--- config.mk ---
export PLATFORM = sky130hd
export DESIGN_NAME = btlpm_front
export DESIGN_NICKNAME = d
export VERILOG_FILES = /design/src/rtl/btlpm_pkg.sv /design/src/rtl/btlpm_front.sv
export SDC_FILE = /design/constraint.sdc
export NUM_CORES = 1
export LEC_CHECK = 0
export ABC_CLOCK_PERIOD_IN_PS = 2800
export BUFFER_PORTS_ARGS = -buffer_cell sky130_fd_sc_hd__buf_4
export CELL_PAD_IN_SITES_DETAIL_PLACEMENT = 0
export CELL_PAD_IN_SITES_GLOBAL_PLACEMENT = 1
export CORE_UTILIZATION = 40
export DETAILED_ROUTE_END_ITERATION = 16
export GPL_TIMING_DRIVEN = 0
export PLACE_DENSITY_LB_ADDON = 0.1
export SLEW_MARGIN = 10
export SYNTH_ARGS = -nofsm -noshare
export SYNTH_HDL_FRONTEND = slang
export SYNTH_SLANG_ARGS = --single-unit
--- constraint.sdc ---
create_clock -name clk_i -period 2.8 [get_ports clk_i]
set_input_delay 0.7 -clock clk_i [delete_from_list [all_inputs] [get_ports clk_i]]
set_output_delay 0.7 -clock clk_i [all_outputs]
set_load 0.02 [all_outputs]
--- src/rtl/btlpm_pkg.sv ---
// ----------------------------------------------------------------------------
// btlpm_pkg
// Shared types and constants for the binary trie longest prefix match core.
// ----------------------------------------------------------------------------
package btlpm_pkg;

  // default sizes
  localparam int unsigned NodeCountDefault = 1024;
  localparam int unsigned AddrBitsDefault  = 32;

  // fixed field widths
  localparam int unsigned NetW   = 32;
  localparam int unsigned LenW   = 6;
  localparam int unsigned CountW = 11;
  // level counter and saturated prefix length, wide enough for 64 levels
  localparam int unsigned LvlW   = 7;

  // command queue depth between front and back
  localparam int unsigned QueueDepth = 2;

  typedef enum logic [1:0] {
    CMD_LOOKUP = 2'd0,
    CMD_ADD    = 2'd1,
    CMD_FIND   = 2'd2,
    CMD_CLEAR  = 2'd3
  } cmd_e;

  typedef enum logic [1:0] {
    ST_OK   = 2'd0,
    ST_MISS = 2'd1,
    ST_FULL = 2'd2
  } status_e;

  typedef enum logic {
    BK_IDLE,
    BK_WALK
  } back_state_e;

  // one classified command as queued for the back end
  typedef struct packed {
    cmd_e               cmd;
    logic [NetW-1:0]    addr;
    logic [LvlW-1:0]    plen;
  } item_t;

endpackage

--- src/rtl/btlpm_front.sv ---
// ----------------------------------------------------------------------------
// btlpm_front
// Takes commands, saturates the prefix length and queues them for the back.
// ----------------------------------------------------------------------------
module btlpm_front #(
  parameter int unsigned ADDR_BITS = btlpm_pkg::AddrBitsDefault
) (
  input  logic                     clk_i,
  input  logic                     rst_ni,
  input  logic                     start_i,
  output logic                     busy_o,
  input  logic [1:0]               command_i,
  input  logic [btlpm_pkg::NetW-1:0] address_i,
  input  logic [btlpm_pkg::LenW-1:0] prefix_len_i,
  output logic                     item_valid_o,
  output btlpm_pkg::item_t         item_o,
  input  logic                     item_pop_i
);
  import btlpm_pkg::*;

  localparam int unsigned PtrW = $clog2(QueueDepth);
  localparam int unsigned CntW = $clog2(QueueDepth + 1);

  item_t             queue_q [QueueDepth];
  logic [PtrW-1:0]   wr_ptr_q, wr_ptr_d;
  logic [PtrW-1:0]   rd_ptr_q, rd_ptr_d;
  logic [CntW-1:0]   fill_q, fill_d;
  logic              push;
  item_t             item_in;
  logic [7:0]        plen_ext;

  // classify: saturate the prefix length to the trie depth
  always_comb begin
    plen_ext     = 8'(prefix_len_i);
    item_in.cmd  = cmd_e'(command_i);
    item_in.addr = address_i;
    if (plen_ext > 8'(ADDR_BITS)) begin
      item_in.plen = LvlW'(ADDR_BITS);
    end else begin
      item_in.plen = LvlW'(plen_ext);
    end
  end

  assign busy_o       = (fill_q == CntW'(QueueDepth));
  assign push         = start_i && !busy_o;
  assign item_valid_o = (fill_q != '0);
  assign item_o       = queue_q[rd_ptr_q];

  // pointer and fill update
  always_comb begin
    wr_ptr_d = wr_ptr_q;
    rd_ptr_d = rd_ptr_q;
    fill_d   = fill_q;
    if (push) begin
      wr_ptr_d = (wr_ptr_q == PtrW'(QueueDepth - 1)) ? '0 : wr_ptr_q + 1'b1;
    end
    if (item_pop_i) begin
      rd_ptr_d = (rd_ptr_q == PtrW'(QueueDepth - 1)) ? '0 : rd_ptr_q + 1'b1;
    end
    if (push && !item_pop_i) begin
      fill_d = fill_q + 1'b1;
    end else if (!push && item_pop_i) begin
      fill_d = fill_q - 1'b1;
    end
  end

  always_ff @(posedge clk_i or negedge rst_ni) begin
    if (!rst_ni) begin
      wr_ptr_q <= '0;
      rd_ptr_q <= '0;
      fill_q   <= '0;
    end else begin
      wr_ptr_q <= wr_ptr_d;
      rd_ptr_q <= rd_ptr_d;
      fill_q   <= fill_d;
    end
  end

  // queue storage
  always_ff @(posedge clk_i) begin
    if (push) begin
      queue_q[wr_ptr_q] <= item_in;
    end
  end

endmodule

==> results of run 1 <==
cell usage in the layout (no fill, tap or decap), types with 2 or more instances in the layout:
master / instances
nor2b_1: 5
inv_1: 3
xor2_1: 3
xnor2_1: 2
buf_4: 86
edfxtp_1: 80
mux2_4: 39
buf_12: 5
dfrtp_1: 4
clkbuf_8: 9
bufinv_16: 5
worst register-to-register path: stages (launching register included):
cell and delay [ns]:
dfrtp_1 0.40, nand2b_1 0.17, nand2_1 0.14, nor2_4 0.51, buf_16 0.26
synth_stat cells:
cell,number,area [um^2]
nand2_1,1,3.75
nor2_1,2,7.51
mux2_2,1,11.3
or2_2,1,6.26
xnor2_1,2,17.5
and3_1,1,6.26
buf_6,1,11.3
inv_1,3,11.3
conb_1,1,3.75
ha_1,1,12.5
nor2b_1,5,31.3
clkbuf_1,1,3.75
nand2b_1,1,6.26
dfrtp_1,4,100
xor2_1,3,26.3
mux2_4,39,586
buf_4,1,7.51
edfxtp_1,80,2400
buf_12,4,80.1
power breakdown:
group          total, mW  switching (mW)  internal (mW)
combinational       1.94           0.932           1.01
clock               1.15           0.389          0.763
sequential          1.80          0.0792           1.72
area by class of cell:
type,count,area [um^2]
timing repair buffer,87,686
inverter,3,11.3
tap,102,128
fill,640,3460
sequential,84,2500
multi-input combinational,58,727
clock inverter,5,150
clock buffer,9,124
buffer,7,103
routing by layer:
layer  vias to the layer above  part of all wire  wire [um]
li1                        770                 -          -
met5                         -                 0          0
met4                         0            0.0076         39
met3                         6             0.070        358
met2                        58              0.52       2680
met1                       752              0.40       2050
flip-flops by register name, indices dropped and copies added (netlist names):
register / cells
wr_ptr_q: 1
queue_q: 80
rd_ptr_q: 1
fill_q: 2
cell families after synthesis:
logic type,count (synthesis)
flops,84
mux,40
simple gates,11
buf+inv,10
xor+xnor,5
fa+ha+maj,1
other cells,1
final timing paths:
check,start,end,slack (ns),depth (start not counted)
hold / removal,rst_ni,fill_q[0],0.15,1
max in group asynchronous,rst_ni,rd_ptr_q,2.55,1
setup / recovery,rd_ptr_q,item_o[25],0.63,4
hold reg to reg,fill_q[1],fill_q[1],0.49,1
setup reg to reg,fill_q[0],queue_q[0][22],1.01,4
min in group clk_i,fill_q[1],fill_q[1],0.49,1
stage by stage:
step / power (mW) / setup slack [ns] / setup TNS [ns] / util
after floorplan: 3.14 / 0.551 / 0 / -
after global placement: 3.76 / -0.199 / -8.49 / 0.520
after detailed placement: 3.82 / 0.789 / 0 / 0.527
after CTS: 4.98 / 0.597 / 0 / 0.562
after global routing: 5.13 / 0.562 / 0 / 0.562
final: 4.90 / 0.632 / 0 / 0.562
==> impl_metrics.ini, run 1 <==
[worst_setup_path]
cp_slowest_cell = dfrtp_1
cp-start-kind = flop
max_stage_delay_ns = 0.38
worstSetupPathType = flop to primary output
arrival_ns = 1.47
path_delay_family = buffers and inverters
cp_cell_sequence = buf_6 -> buf_12 -> mux2_4 -> buf_4
end_kind = primary output
required_ns = 2.10
path_buf_inv = 3
critPathMaxFanout = 10

[die]
row_count = 32
core_um2 = 7890
io_pins = 87
start_util = 0.423
dieArea_um2 = 8700
die_h_um = 93.3
chipWidth_um = 93.3

[sta]
period_minus_slack_ns = 2.17
worstMarginPinSlew_ns = 0.625
fin_worst_skew_ns = 0.00531
period_share = 0.774
max_freq_ghz = 0.461
slew-limit-headroom = 0.582
setup_viol_count_final = 0
finalMaxSlewViolations = 0
whs_ns = 0.149
rsz0062_at_grt = no
hold_viol = 0

[grt]
met2_usage = 0.214
grt_pass1_vias = 1628
grtUsageMet3 = 0.0439
met1_usage = 0.140
grt_pass1_wl_um = 7870
track_usage = 0.127
grt_max_degree = 24
busiest_layer = met2
grt-ovfl-total = 0
antenna_found_initial = 0

[clock_tree]
cts_tree = built
postCtsHoldBufs = 0
clk_path_buf_depth = 2
cts-root-buf = clkbuf_8
cts_sinks = 84
clock_latency_ns = 0.33
cts_setup_buffers = 0
post_cts_resized = 0
h-tree-depth = 3
cts_buffers = 9
path_clk_slew_ns = 0.08

[synth]
synth_top_family_by_area = multiplexers
netlist_area_um2 = 3330
synth_compound_area_frac = 0
synth-simple-area-share = 0.0184
synth_xor_xnor_area_share = 0.0131
syn_area_per_cell_um2 = 21.9
synthAdderAreaFrac = 0.00375
yosys_warnings = 0
synth.area.mux_share = 0.179
synthCells = 152
synth_nets = 197
seq_area_frac_synth = 0.750
ys_types = 19
ys_seq_elements = 84

[drt]
drt_iter0_drc = 26
via_per_inst = 4.47
drt_first_pass_iters = 4
vias = 1586
avgRoutedWirePerCell_um = 14.4
ant_nets = 0
drc = 0
routed_wl_um = 5130

[flow_run]
maxCapViolCount = 0

[min_path]
min_path_type = input port to async pin

[cells_and_area]
drive_gt1_frac = 0.593
stdcell_count = 355
diodes = 0
final_area_um2 = 4430
nets = 295
area_growth_pct = 32.9

[placed_design]
placed_cells = 341
gp_congestion = 0.666
io_buffers = 85
dp_hpwl_um = 3450
placed_area_um2 = 4160

[pwr]
vdd_drop_max_mv = 0.401
powerDensity_nw_per_um2 = 1100
p_leak_nw = 1.81

[outcome]
status = finished clean
Note: power is estimated with default switching activity, not from simulation.
==> run 2: changes to the inputs <==
--- a/config.mk
+++ b/config.mk
@@ -5,7 +5,7 @@
 export SDC_FILE = /design/constraint.sdc
 export NUM_CORES = 1
 export LEC_CHECK = 0
-export ABC_CLOCK_PERIOD_IN_PS = 2800
+export ABC_CLOCK_PERIOD_IN_PS = 1800
 export BUFFER_PORTS_ARGS = -buffer_cell sky130_fd_sc_hd__buf_4
 export CELL_PAD_IN_SITES_DETAIL_PLACEMENT = 0
 export CELL_PAD_IN_SITES_GLOBAL_PLACEMENT = 1
==> constraint.sdc (replaced) <==
create_clock -name clk_i -period 1.8 [get_ports clk_i]
set_input_delay 0.45 -clock clk_i [delete_from_list [all_inputs] [get_ports clk_i]]
set_output_delay 0.45 -clock clk_i [all_outputs]
set_load 0.02 [all_outputs]
==> impl_metrics.ini, run 2 (synthesized netlist as in run 1, its figures left out) <==
[cells_and_area]
nets = 295
fin_util = 0.570
largest_reg_flops = 80
final_cell_mix = edfxtp_1, buf_4, buf_6
regMostFlops = queue_q
area_growth_pct = 34.9
top_regs = queue_q (80), fill_q (2)
final_common_cell = edfxtp_1
final_area_um2 = 4500
drive_gt1_frac = 0.591
diodes = 0

[die]
start_util = 0.423
row_count = 32
core_um2 = 7890
io_pins = 87
dieArea_um2 = 8700
chipWidth_um = 93.3
die_h_um = 93.3

[clock_tree]
cts-root-buf = clkbuf_8
path_clk_slew_ns = 0.08
cts_tree = built
clock_latency_ns = 0.34
h-tree-depth = 3
clk_path_buf_depth = 2
cts_sinks = 84
cts_setup_buffers = 0
cts_buffers = 9

[sta]
period_minus_slack_ns = 1.89
rsz0062_at_grt = yes
finalMaxSlewViolations = 0
period_share = 1.05
worstMarginPinSlew_ns = 0.625
slew-limit-headroom = 0.583
setup_ws_ns = -0.0931
setup_viol_count_final = 39
max_freq_ghz = 0.528
fin_worst_skew_ns = 0.00924
hold_viol = 0
whs_ns = 0.289

[grt]
grt_pass1_wl_um = 8160
grt_max_degree = 41
grt-ovfl-total = 0
antenna_found_initial = 0
track_usage = 0.129
grt_pass1_vias = 1658

[outcome]
failed_checks = setup timing
status = finished with violations

[flow_run]
maxCapViolCount = 0

[worst_setup_path]
reg2reg_setup_slack_ns = 0.19
critPathMaxFanout = 10
cp-start-kind = flop
required_ns = 1.35
worstSetupPathType = flop to primary output
end_kind = primary output
arrival_ns = 1.44

[pwr]
powerDensity_nw_per_um2 = 1660
vdd_drop_max_mv = 1.32
p_leak_nw = 1.81

[placed_design]
dp_hpwl_um = 3300
io_buffers = 85
placed_area_um2 = 4110
dp_slack_ns = -0.250
gp_congestion = 0.631

[drt]
drt_first_pass_iters = 4
drt_iter0_drc = 33
avgRoutedWirePerCell_um = 14.7
vias = 1617
ant_nets = 0
via_per_inst = 4.54
drc = 0
routed_wl_um = 5240

[min_path]
min_path_type = input port to flop
## run 2: cell types whose count changed in the layout (fill, tap and decap cells not counted), sizes merged
cell	previous run	this run
buf	93	91
dlygate4sd3	0	1
nor2	2	3
bufinv	5	2
clkbuf	10	11
clkinvlp	0	1
clkinv	0	2
## run 2: worst paths after layout
check | start | depth (start not counted) | end
max | rd_ptr_q | 4 | item_o[5]
min | item_pop_i | 2 | rd_ptr_q
max reg2reg | fill_q[0] | 3 | queue_q[0][35]
min reg2reg | fill_q[1] | 1 | fill_q[1]
max in group asynchronous | rst_ni | 2 | fill_q[1]
min in group asynchronous | rst_ni | 2 | fill_q[0]
## run 2: routing by layer
| layer | vias up | track usage | routed length [um] |
|---|---|---|---|
| li1 | 769 | - | - |
| met1 | 789 | 0.149 | 2190 |
| met2 | 51 | 0.222 | 2720 |
| met3 | 8 | 0.0333 | 258 |
| met4 | 0 | 0.0654 | 83 |
| met5 | - | 0 | 0 |
## run 2: power by group
group / switching [mW] / internal [mW] / total (mW)
Combinational: 1.51 / 1.77 / 3.28
Sequential: 0.147 / 2.68 / 2.83
Clock: 0.608 / 0.769 / 1.38
Total: 2.26 / 5.22 / 7.48
## run 2: worst max-delay path, cell delays in order, from the launching register on
cell	delay [ns]
dfrtp_1	0.38
buf_6	0.15
buf_12	0.15
mux2_4	0.30
buf_6	0.13
## run 2: cell type report
cell class / instances / area [um^2]
Fill cell: 645 / 3390
Sequential cell: 84 / 2500
Timing Repair Buffer: 86 / 798
Multi-Input combinational cell: 59 / 749
Clock buffer: 10 / 128
Tap cell: 102 / 128
Buffer: 7 / 103
Clock inverter: 5 / 77.6
Inverter: 3 / 11.3
## run 2: metrics by stage
stage	cells	power [mW]	TNS, ns
floorplan	152	4.88	0
global placement	339	5.83	-13.52
detailed placement	339	5.85	-10.96
CTS	356	7.58	-4.32
global route	356	7.84	-5.63
finish	356	7.48	-3.41
## run 2: repair_timing
action / in CTS / in global routing
cloned: 1 / 0
resized for setup: 41 / 3
endpoints found under the hold margin: 4 / 0
hold buffers: 1 / 0
endpoints found under the setup margin: 119 / 80
==> run 3: changes to the inputs <==
--- a/config.mk
+++ b/config.mk
@@ -12,6 +12,7 @@
 export CORE_UTILIZATION = 40
 export DETAILED_ROUTE_END_ITERATION = 16
 export GPL_TIMING_DRIVEN = 0
+export MAX_ROUTING_LAYER = met4
 export PLACE_DENSITY_LB_ADDON = 0.1
 export SLEW_MARGIN = 10
 export SYNTH_ARGS = -nofsm -noshare
==> impl_metrics.ini, run 3 (synthesized netlist as in run 1, its figures left out) <==
[outcome]
status = finished with violations
failed_checks = setup timing

[cells_and_area]
final_area_um2 = 4500
nFillCells = 645
fin_util = 0.570
nets = 295
drive_gt1_frac = 0.591
top_regs = queue_q (80), fill_q (2)
regMostFlops = queue_q
final_cell_mix = edfxtp_1, buf_4, buf_6
diodes = 0
multi_input_area_um2 = 749
area_growth_pct = 34.9
largest_reg_flops = 80
stdcell_count = 356
final_common_cell = edfxtp_1
register_area_um2 = 2500

[drt]
drt_iter0_drc = 35
ant_nets = 0
via_per_inst = 4.56
avgRoutedWirePerCell_um = 14.7
drc = 0
vias = 1624
drt_first_pass_iters = 4
routed_wl_um = 5240

[clock_tree]
h-tree-depth = 3
cts_tree = built
cts_setup_buffers = 0
clock_latency_ns = 0.34
cts-root-buf = clkbuf_8
cts_buffers = 9
path_clk_slew_ns = 0.07
cts_sinks = 84
clk_path_buf_depth = 2

[sta]
rsz0062_at_grt = yes
worstMarginPinSlew_ns = 0.635
setup_ws_ns = -0.0915
period_share = 1.05
fin_worst_skew_ns = 0.00918
max_freq_ghz = 0.529
slew-limit-headroom = 0.575
setup_viol_count_final = 39
period_minus_slack_ns = 1.89
setup_tns_ns = -3.35
finalMaxSlewViolations = 0
hold_viol = 0

[worst_setup_path]
critPathMaxFanout = 10
end_kind = primary output
arrival_ns = 1.44
required_ns = 1.35
cp-start-kind = flop
worstSetupPathType = flop to primary output

[flow_run]
maxCapViolCount = 0

[grt]
grt_pass1_wl_um = 8140
grt_max_degree = 41
antenna_found_initial = 0
grt_pass1_vias = 1663
track_usage = 0.133
grt-ovfl-total = 0

[die]
row_count = 32
dieArea_um2 = 8700
die_h_um = 93.3
start_util = 0.423
io_pins = 87
core_um2 = 7890
chipWidth_um = 93.3

[min_path]
min_path_type = input port to flop

[placed_design]
placed_cells = 339
dp_slack_ns = -0.250
gp_congestion = 0.636
dp_hpwl_um = 3300
io_buffers = 85
placed_area_um2 = 4110

[pwr]
vdd_drop_max_mv = 1.32
powerDensity_nw_per_um2 = 1660
p_leak_nw = 1.81
==> run 3: cell counts in the layout (fill, tap and decap cells not counted) <==
Identical to the previous run, type by type.
==> run 3: path summary, 6_finish.rpt <==
kind / startpoint / to / slack (ns) / depth (start not counted)
setup / recovery: rd_ptr_q / item_o[5] / -0.09 / 4
hold / removal: item_pop_i / rd_ptr_q / 0.29 / 2
setup reg to reg: fill_q[0] / queue_q[0][35] / 0.19 / 3
hold reg to reg: fill_q[1] / fill_q[1] / 0.51 / 1
max in group asynchronous: rst_ni / fill_q[1] / 1.25 / 2
min in group asynchronous: rst_ni / fill_q[0] / 0.44 / 2
==> run 3: final cells by class <==
| class | count | share of cell area |
|---|---|---|
| sequential | 84 | 0.556 |
| timing repair buffer | 86 | 0.178 |
| multi-input combinational | 59 | 0.167 |
| clock buffer | 10 | 0.0284 |
| tap | 102 | 0.0284 |
| buffer | 7 | 0.0228 |
| clock inverter | 5 | 0.0173 |
| inverter | 3 | 0.00250 |
==> run 3: power by group <==
| group | internal, mW | leakage (nW) | switching (mW) |
|---|---|---|---|
| Combinational | 1.77 | 0.920 | 1.51 |
| Clock | 0.769 | 0.102 | 0.605 |
| Sequential | 2.68 | 0.791 | 0.147 |
==> run 3: layer usage <==
layer  track usage  vias to the layer above  routed length (um)  part of all wire
met5             -                        -                   0                 0
met4        0.0654                        0                  97             0.019
met3        0.0293                        8                 233             0.044
met2         0.222                       54                2700              0.52
met1         0.152                      794                2200              0.42
li1              -                      768                   -                 -
==> run 3: per-stage QoR <==
stage	hold slack (ns)	power, mW
2_1_floorplan	0.154	4.88
3_3_place_gp	0.252	5.83
3_5_place_dp	0.252	5.85
4_1_cts	0.276	7.58
5_1_grt	0.274	7.84
6_report	0.291	7.48
==> run 3: worst max-delay path, cell delays in order, from the launching register on <==
cell and delay (ns):
dfrtp_1 0.38, buf_6 0.15, buf_12 0.15, mux2_4 0.30
buf_6 0.13
==> run 3: what timing repair did <==
item                                    4_1_cts  5_1_grt
endpoints found under the hold margin         4        0
cloned                                        1        0
resized for setup                            41        3
endpoints found under the setup margin      119       80
hold buffers                                  1        0
